**src/hw/rtl/pss_pkg.sv**
```systemverilog
// Shared types and constants for the polynomial sag and slope evaluator.
package pss_pkg;

  localparam int unsigned DATA_W    = 32;
  localparam int unsigned FRAC_BITS = 24;
  localparam int unsigned IDX_W     = 4;
  localparam int unsigned TERM_W    = DATA_W + IDX_W + 1;
  localparam int unsigned PROD_W    = 2 * DATA_W;
  localparam int unsigned ADDR_W    = 3;

  localparam logic FUNC_WRITE = 1'b0;
  localparam logic FUNC_EVAL  = 1'b1;

  localparam logic REG_FIRST = 1'b0;
  localparam logic REG_LAST  = 1'b1;

  typedef enum logic [1:0] {
    ST_IDLE,
    ST_RUN,
    ST_DONE
  } state_e;

  typedef enum logic {
    CH_SAG,
    CH_SLOPE
  } chain_e;

  typedef struct packed {
    logic   vld;
    chain_e chain;
  } mac_req_t;

  typedef struct packed {
    logic                     vld;
    chain_e                   chain;
    logic                     sat;
    logic signed [DATA_W-1:0] res;
  } mac_rsp_t;

endpackage

```
**src/hw/rtl/polynomial_sag_and_slope.sv**
```systemverilog
// Polynomial sag and slope evaluator, Horner's rule on one shared multiplier.
// Evaluate: Horner steps run from L, the highest configured term, down to power zero;
// each term issues a sag then a slope product, power zero only the sag product.
// Coefficient write: the result is all zero. No new item is taken until the last result loads.
// A result held by the receiver stalls the next item until that result transfers.
// Reset clears the coefficient table, the term range registers and all control state.
module polynomial_sag_and_slope #(
  parameter int unsigned TERM_COUNT = 16
) (
  input  logic                                clk_i,
  input  logic                                rst_ni,
  input  logic                                psel,
  input  logic                                penable,
  input  logic                                pwrite,
  input  logic        [pss_pkg::ADDR_W-1:0]   paddr,
  input  logic        [31:0]                  pwdata,
  output logic        [31:0]                  prdata,
  output logic                                pready,
  input  logic                                in_valid_i,
  output logic                                in_ready_o,
  input  logic                                func_i,
  input  logic        [pss_pkg::IDX_W-1:0]    term_index_i,
  input  logic signed [pss_pkg::DATA_W-1:0]   coeff_value_i,
  input  logic signed [pss_pkg::DATA_W-1:0]   radius_i,
  output logic                                out_valid_o,
  input  logic                                out_ready_i,
  output logic signed [pss_pkg::DATA_W-1:0]   sag_value_o,
  output logic signed [pss_pkg::DATA_W-1:0]   slope_value_o,
  output logic                                overflow_o
);

  localparam int unsigned IW = pss_pkg::IDX_W;
  localparam int unsigned DW = pss_pkg::DATA_W;
  localparam int unsigned TW = pss_pkg::TERM_W;
  localparam int unsigned TABLE_DEPTH = (TERM_COUNT < (1 << IW)) ? TERM_COUNT : (1 << IW);

  pss_pkg::state_e state_q, state_d;
  logic            ph_q, ph_d;
  logic [IW-1:0]   idx_q, idx_d;
  logic [IW-1:0]   first_q, last_q;
  logic signed [DW-1:0] r_q, r_d;
  logic signed [DW-1:0] y_sag_q, y_sag_d, y_slp_q, y_slp_d;
  logic            ov_q, ov_d;

  logic                 out_valid_q;
  logic signed [DW-1:0] sag_out_q, slp_out_q;
  logic                 ov_out_q;
  logic                 out_load;

  logic                 table_we;
  logic signed [DW-1:0] coef;
  logic [IW-1:0]        slope_start;
  logic signed [IW:0]   idx_s;
  logic signed [TW-1:0] sag_term, slp_term;

  pss_pkg::mac_req_t    mac_req;
  pss_pkg::mac_rsp_t    mac_rsp;
  logic signed [DW-1:0] mac_a;
  logic signed [TW-1:0] mac_term;
  logic                 cfg_wr;

  // Configuration port
  assign pready = 1'b1;
  assign cfg_wr = psel && penable && pwrite;

  always_ff @(posedge clk_i or negedge rst_ni) begin
    if (!rst_ni) begin
      first_q <= '0;
      last_q  <= '0;
    end else if (cfg_wr) begin
      case (paddr[2])
        pss_pkg::REG_FIRST: first_q <= pwdata[IW-1:0];
        pss_pkg::REG_LAST:  last_q  <= pwdata[IW-1:0];
        default: ;
      endcase
    end
  end

  always_comb begin
    case (paddr[2])
      pss_pkg::REG_FIRST: prdata = {{(32-IW){1'b0}}, first_q};
      pss_pkg::REG_LAST:  prdata = {{(32-IW){1'b0}}, last_q};
      default:            prdata = '0;
    endcase
  end

  pss_coef_table #(
    .DEPTH (TABLE_DEPTH)
  ) u_table (
    .clk_i   (clk_i),
    .rst_ni  (rst_ni),
    .we_i    (table_we),
    .waddr_i (term_index_i),
    .wdata_i (coeff_value_i),
    .raddr_i (idx_q),
    .rdata_o (coef)
  );

  // Terms below the range act as pure scaling steps by r
  assign slope_start = (first_q == '0) ? IW'(1) : first_q;
  assign idx_s       = $signed({1'b0, idx_q});
  assign sag_term    = (idx_q >= first_q) ? TW'(coef) : '0;
  assign slp_term    = (idx_q >= slope_start) ? TW'(coef) * TW'(idx_s) : '0;

  assign mac_a    = ph_q ? y_slp_q : y_sag_q;
  assign mac_term = ph_q ? slp_term : sag_term;

  pss_mac_unit u_mac (
    .clk_i  (clk_i),
    .rst_ni (rst_ni),
    .req_i  (mac_req),
    .a_i    (mac_a),
    .b_i    (r_q),
    .term_i (mac_term),
    .rsp_o  (mac_rsp)
  );

  always_ff @(posedge clk_i or negedge rst_ni) begin
    if (!rst_ni) begin
      state_q <= pss_pkg::ST_IDLE;
      ph_q    <= 1'b0;
      idx_q   <= '0;
      y_sag_q <= '0;
      y_slp_q <= '0;
      ov_q    <= 1'b0;
    end else begin
      state_q <= state_d;
      ph_q    <= ph_d;
      idx_q   <= idx_d;
      y_sag_q <= y_sag_d;
      y_slp_q <= y_slp_d;
      ov_q    <= ov_d;
    end
  end

  always_ff @(posedge clk_i) begin
    r_q <= r_d;
  end

  always_comb begin
    state_d       = state_q;
    ph_d          = ph_q;
    idx_d         = idx_q;
    r_d           = r_q;
    y_sag_d       = y_sag_q;
    y_slp_d       = y_slp_q;
    ov_d          = ov_q;
    mac_req.vld   = 1'b0;
    mac_req.chain = pss_pkg::CH_SAG;
    table_we      = 1'b0;
    out_load      = 1'b0;

    // Write back the product issued last cycle
    if (mac_rsp.vld) begin
      if (mac_rsp.chain == pss_pkg::CH_SAG) begin
        y_sag_d = mac_rsp.res;
      end else begin
        y_slp_d = mac_rsp.res;
      end
      ov_d = ov_q | mac_rsp.sat;
    end

    case (state_q)
      pss_pkg::ST_IDLE: begin
        if (in_valid_i) begin
          y_sag_d = '0;
          y_slp_d = '0;
          ov_d    = 1'b0;
          if (func_i == pss_pkg::FUNC_WRITE) begin
            table_we = 1'b1;
            state_d  = pss_pkg::ST_DONE;
          end else begin
            r_d     = radius_i;
            idx_d   = last_q;
            ph_d    = 1'b0;
            state_d = pss_pkg::ST_RUN;
          end
        end
      end
      pss_pkg::ST_RUN: begin
        if (!ph_q) begin
          mac_req.vld   = 1'b1;
          mac_req.chain = pss_pkg::CH_SAG;
          ph_d          = 1'b1;
        end else if (idx_q != '0) begin
          mac_req.vld   = 1'b1;
          mac_req.chain = pss_pkg::CH_SLOPE;
          idx_d         = idx_q - IW'(1);
          ph_d          = 1'b0;
        end else begin
          // Power zero has no slope step; the sag product lands this cycle
          state_d = pss_pkg::ST_DONE;
        end
      end
      pss_pkg::ST_DONE: begin
        if (!out_valid_q || out_ready_i) begin
          out_load = 1'b1;
          state_d  = pss_pkg::ST_IDLE;
        end
      end
      default: begin
        state_d = pss_pkg::ST_IDLE;
      end
    endcase
  end

  assign in_ready_o = (state_q == pss_pkg::ST_IDLE);

  // Output register
  always_ff @(posedge clk_i or negedge rst_ni) begin
    if (!rst_ni) begin
      out_valid_q <= 1'b0;
    end else if (out_load) begin
      out_valid_q <= 1'b1;
    end else if (out_ready_i) begin
      out_valid_q <= 1'b0;
    end
  end

  always_ff @(posedge clk_i) begin
    if (out_load) begin
      sag_out_q <= y_sag_q;
      slp_out_q <= y_slp_q;
      ov_out_q  <= ov_q;
    end
  end

  assign out_valid_o   = out_valid_q;
  assign sag_value_o   = sag_out_q;
  assign slope_value_o = slp_out_q;
  assign overflow_o    = ov_out_q;

`ifndef SYNTHESIS
  a_wb_only_in_run: assert property (@(posedge clk_i) disable iff (!rst_ni)
    mac_rsp.vld |-> (state_q == pss_pkg::ST_RUN))
    else $error("multiplier write-back outside of evaluation");

  a_write_goes_done: assert property (@(posedge clk_i) disable iff (!rst_ni)
    (in_valid_i && in_ready_o && (func_i == pss_pkg::FUNC_WRITE))
      |=> (state_q == pss_pkg::ST_DONE) && (y_sag_q == '0) && (y_slp_q == '0) && !ov_q)
    else $error("coefficient write did not yield a zero result");

  a_run_ends: assert property (@(posedge clk_i) disable iff (!rst_ni)
    ((state_q == pss_pkg::ST_RUN) && ph_q && (idx_q == '0)) |=> (state_q == pss_pkg::ST_DONE))
    else $error("evaluation did not finish after the last term");

  a_load_free_slot: assert property (@(posedge clk_i) disable iff (!rst_ni)
    out_load |-> (!out_valid_q || out_ready_i))
    else $error("result overwritten before transfer");
`endif

endmodule

```
**src/hw/rtl/pss_coef_table.sv**
```systemverilog
// Coefficient register file, one write and one read port, cleared by reset.
module pss_coef_table #(
  parameter int unsigned DEPTH = 16
) (
  input  logic                               clk_i,
  input  logic                               rst_ni,
  input  logic                               we_i,
  input  logic        [pss_pkg::IDX_W-1:0]   waddr_i,
  input  logic signed [pss_pkg::DATA_W-1:0]  wdata_i,
  input  logic        [pss_pkg::IDX_W-1:0]   raddr_i,
  output logic signed [pss_pkg::DATA_W-1:0]  rdata_o
);

  localparam int unsigned AW = (DEPTH > 1) ? $clog2(DEPTH) : 1;

  logic signed [pss_pkg::DATA_W-1:0] mem_q [DEPTH];

  always_ff @(posedge clk_i or negedge rst_ni) begin
    if (!rst_ni) begin
      for (int i = 0; i < DEPTH; i++) begin
        mem_q[i] <= '0;
      end
    end else if (we_i && (32'(waddr_i) < DEPTH)) begin
      mem_q[waddr_i[AW-1:0]] <= wdata_i;
    end
  end

  // Terms above the table read as zero
  assign rdata_o = (32'(raddr_i) < DEPTH) ? mem_q[raddr_i[AW-1:0]] : '0;

endmodule

```
**src/hw/rtl/pss_mac_unit.sv**
```systemverilog
// Shared multiply stage followed by round, add of the term and saturation.
module pss_mac_unit (
  input  logic                               clk_i,
  input  logic                               rst_ni,
  input  pss_pkg::mac_req_t                  req_i,
  input  logic signed [pss_pkg::DATA_W-1:0]  a_i,
  input  logic signed [pss_pkg::DATA_W-1:0]  b_i,
  input  logic signed [pss_pkg::TERM_W-1:0]  term_i,
  output pss_pkg::mac_rsp_t                  rsp_o
);

  localparam int unsigned PW = pss_pkg::PROD_W;
  localparam int unsigned DW = pss_pkg::DATA_W;
  localparam logic signed [PW-1:0] BIAS = PW'(1) << (pss_pkg::FRAC_BITS - 1);

  logic                              vld_q;
  pss_pkg::chain_e                   chain_q;
  logic signed [PW-1:0]              prod_q;
  logic signed [pss_pkg::TERM_W-1:0] term_q;

  logic signed [PW-1:0] rounded;
  logic signed [PW-1:0] sum;
  logic                 ovf;

  always_ff @(posedge clk_i or negedge rst_ni) begin
    if (!rst_ni) begin
      vld_q   <= 1'b0;
      chain_q <= pss_pkg::CH_SAG;
    end else begin
      vld_q   <= req_i.vld;
      chain_q <= req_i.chain;
    end
  end

  always_ff @(posedge clk_i) begin
    if (req_i.vld) begin
      prod_q <= PW'(a_i) * PW'(b_i);
      term_q <= term_i;
    end
  end

  // Round half up: bias then floor shift
  assign rounded = (prod_q + BIAS) >>> pss_pkg::FRAC_BITS;
  assign sum     = rounded + PW'(term_q);
  assign ovf     = (sum[PW-1:DW-1] != '0) && (sum[PW-1:DW-1] != '1);

  always_comb begin
    rsp_o.vld   = vld_q;
    rsp_o.chain = chain_q;
    rsp_o.sat   = ovf;
    if (!ovf) begin
      rsp_o.res = sum[DW-1:0];
    end else if (sum[PW-1]) begin
      rsp_o.res = {1'b1, {(DW-1){1'b0}}};
    end else begin
      rsp_o.res = {1'b0, {(DW-1){1'b1}}};
    end
  end

endmodule

```
**config.mk**
```make
export PLATFORM = sky130hd
export DESIGN_NAME = polynomial_sag_and_slope
export DESIGN_NICKNAME = d
export VERILOG_FILES = /design/src/hw/rtl/pss_pkg.sv /design/src/hw/rtl/polynomial_sag_and_slope.sv /design/src/hw/rtl/pss_coef_table.sv /design/src/hw/rtl/pss_mac_unit.sv
export SDC_FILE = /design/constraint.sdc
export NUM_CORES = 2
export LEC_CHECK = 0
export BUFFER_PORTS_ARGS = -buffer_cell sky130_fd_sc_hd__buf_4
export CAP_MARGIN = 10
export CORE_MARGIN = 3
export CORE_UTILIZATION = 55
export DETAILED_ROUTE_END_ITERATION = 8
export GPL_ROUTABILITY_DRIVEN = 0
export GPL_TIMING_DRIVEN = 0
export HOLD_SLACK_MARGIN = 0.06
export PLACE_DENSITY = 0.72
export SETUP_SLACK_MARGIN = 0.3
export SLEW_MARGIN = 40
export SYNTH_ARGS = -nofsm -noshare
export SYNTH_HDL_FRONTEND = slang
export SYNTH_SLANG_ARGS = --single-unit
export TNS_END_PERCENT = 5
```
**constraint.sdc**
```tcl
create_clock -name clk_i -period 10.3 [get_ports clk_i]
set_input_delay 2.06 -clock clk_i [delete_from_list [all_inputs] [get_ports clk_i]]
set_output_delay 2.06 -clock clk_i [all_outputs]
set_load 0.05 [all_outputs]
```
==> summary.md <==
| Metric | Value |
|---|---|
| Initial antenna violation count | 9 |
| Placed Area | a little under 80000 um^2 |
| Setup CP Type | reg -> reg |
| Maximum root-to-sink buffer count | 3 |
| Fill cell count | approximately 11000 |
| Post-synthesis cell type count | 90 |
| Post-synthesis sequential area ratio | 0.269 |
| Gr ovfl total | 0 |
| Die area | about 140000 um^2 |
| Cells after Synth | 6696 |
| Port buffer count | roughly 150 |
| Iteration-0 DRC Markers | roughly 5100 |
| Count leader, synth | fa_1 |
| Critical Path End Type | flip-flop |
| Crit path time final | around 10 ns |
| Die Ht | ~370 um |
| Status | finished, final reports clean |
| Skew final | 0.0856 ns |
| Row count | 134 |
| #FFs+latches synth | 770 |
| YS warnings | 0 |
| Wire per inst | approximately 26 um |
| Initial Util | 0.557 |
| I/O pin total | about 210 |
| Top_reg_cell synth | dfrtp_1 |
| Synth top area cells | fa_1 31%, dfrtp_1 20%, mux2_2 8.3%, edfxtp_1 7.0%, inv_1 5.3% |
| Startpoint types | flip-flop |
| Largest net degree at the start of global routing | between 70 and 80 |
| Layout cells sized above 1 | 0.180 |
| Unrepaired setup endpoints after global routing | false |
| Period utilisation layout | 0.956 |
| Nets | 8508 |
| Worst slew pin tran | 0.975 ns |
| Initial DRT Pass Iterations | 6 |
| Worst-path fanout max | 10 |
| Syn Area/Cell | roughly 11 um^2 |
| Number of nets with antenna violations after routing | 0 |
| Area added between synthesis and finish | 9.67% |
| Clock sink count | 770 |
| Clock slew at reported path FFs | ~0.06 ns |
| Tot GR Track Use | 0.336 |
| Fin. Hold Viols | 0 |
| Synth cell count leaders | 1148 x fa_1, 1048 x inv_1, 710 x nand2_1 |
| Residual DRC count | 0 |
| Total number of vias | 52400 |
| Slew Limit Fails | 0 |
| Critical Path Max Stage Delay | ~0.56 ns |
| Cts bufs inserted | 85 |
| Global-route wire length before repair | about 350000 um |
| Count of final setup violators | 0 |
| Max Fclk | 0.102 GHz |
| CTS tree | built |
| Die Width | 375 um |
| Required @ worst endpoint | about 11 ns |
| CP Data Arrival Time | ~10 ns |
| Area leader, netlist | fa_1 |
| Area share of the largest cell type after synthesis | 0.307 |
| Dpl hpwl | ~190000 um |
| Post-synth EDFFs | between 150 and 200 |
| Vias/cell | about 5.9 |
| Rel. slew slack | 0.350 |
| Total core area | about 130000 um^2 |
| Clk Latency, worst-skew pair | ~0.75 ns |
| Max-cap violation count | 0 |
| Cell Area, Synth | 74900 um^2 |
| Min-delay worst type | reg -> reg |
| Share of async-settable or async-resettable flops after synthesis | 0.773 |
| Design area | ~80000 um^2 |
| H-tree Lvls | 3 |
| Vias in the first global route | approximately 56000 |
| DRT Wirelength | roughly 230000 um |
| Worst path most repeated cell | fa_1 |
| Root Buffer | clkbuf_16 |
| Slowest stage cell, crit path | fa_1 |
## kinds of logic (layout without fill, tap and decap cells)
group / count (synthesis) / in the layout / synth area share
XOR/XNOR: 152 / 152 / 0.0178
multiplexers: 715 / 715 / 0.126
adder cells (fa/ha/maj): 1413 / 1413 / 0.351
AND/OR/NAND/NOR: 1675 / 1675 / 0.110
flip-flops: 770 / 770 / 0.269
buffers and inverters: 1462 / 1792 / 0.0762
other: 2 / 36 / 0.000100
AO/OA/AOI/OAI: 507 / 507 / 0.0489
## routing by layer
layer,share of wire,wire [um],up-vias,GRT usage
met5,0.00013,30,-,0
met4,0.053,12200,4,0.153
met1,0.38,87600,27100,0.440
met3,0.13,29300,656,0.126
li1,-,-,21800,-
met2,0.44,101000,2795,0.499
## flip-flops by register name, summed over array words and instances, names as in the netlist, 2 cells and up
register       count
u_table.mem_q    512
u_mac.term_q      37
y_sag_q           32
idx_q              4
slope_value_o     32
sag_value_o       32
first_q            4
state_q            2
u_mac.prod_q      41
y_slp_q           32
r_q               32
last_q             4
## stage by stage
step / instances / setup TNS, ns / hold slack (ns) / setup slack [ns] / util
CTS: 8816 / 0 / 0.489 / 0.327 / 0.609
global route: 8824 / 0 / 0.499 / 0.286 / 0.611
global placement: 8639 / -128.70 / 0.476 / -2.78 / 0.583
finish: 8828 / 0 / 0.487 / 0.448 / 0.611
floorplan: 6723 / 0 / 0.426 / 1.12 / -
detailed placement: 8658 / -35.90 / 0.470 / -1.82 / 0.587
## cells in the final DEF (no fill, tap or decap), drive strengths merged, types with 21 or more instances in the layout
master,n
a211oi,76
a21o,67
a21oi,114
and2,521
and3,25
buf,293
clkbuf,412
clkinv,26
conb,29
dfrtp,595
edfxtp,175
fa,1148
ha,265
inv,1052
mux2,553
mux2i,34
mux4,128
nand2,710
nand2b,84
nand3,45
nand4,23
nor2,173
nor3,21
o21a,47
o21ai,78
o22ai,31
xnor2,95
xor2,57
## final cells by class
| cell class | instances | area [um^2] | area share |
|---|---|---|---|
| Clock buffer | 118 | 2320 | 0.0283 |
| Buffer | 413 | 2050 | 0.0250 |
| Clock inverter | 38 | 493 | 0.00600 |
| Sequential cell | 770 | 20100 | 0.245 |
| Multi-Input combinational cell | 4491 | 49300 | 0.601 |
| Antenna cell | 7 | 17.5 | 0.000213 |
| Tap cell | 1768 | 2210 | 0.0269 |
| Timing Repair Buffer | 174 | 1600 | 0.0195 |
| Inverter | 1049 | 3940 | 0.0480 |
## critical path: cells and delay by family (launching register included)
kind / cells / cell delay, ns
AO/OA/AOI/OAI: 8 / 2.19
XOR/XNOR: 1 / 0.12
adder cells (fa/ha/maj): 9 / 4.29
buffers and inverters: 6 / 1.08
flip-flops: 1 / 0.54
multiplexers: 1 / 0.50
AND/OR/NAND/NOR: 4 / 0.82
## repair_timing
item                                    4_1_cts  5_1_grt
endpoints found under the setup margin       39       11
hold buffers                                  0        0
pin swaps                                     3        2
buffers inserted                              2        5
gates resized for setup                      69      139
## worst paths after layout
check | from | end | slack (ns) | cells past startpoint
setup reg to reg | ph_q | u_mac.prod_q[63] | 0.45 | 29
max in group asynchronous | rst_ni | y_slp_q[18] | 7.41 | 4
hold reg to reg | y_sag_q[16] | sag_value_o[16] | 0.49 | 0
setup / recovery | ph_q | u_mac.prod_q[63] | 0.45 | 29
hold / removal | y_sag_q[16] | sag_value_o[16] | 0.49 | 0
min in group asynchronous | rst_ni | u_table.mem_q[428] | 1.27 | 1
Power is not shown: default switching activity piles up to over one toggle a cycle in this logic, so the estimate is an artifact.
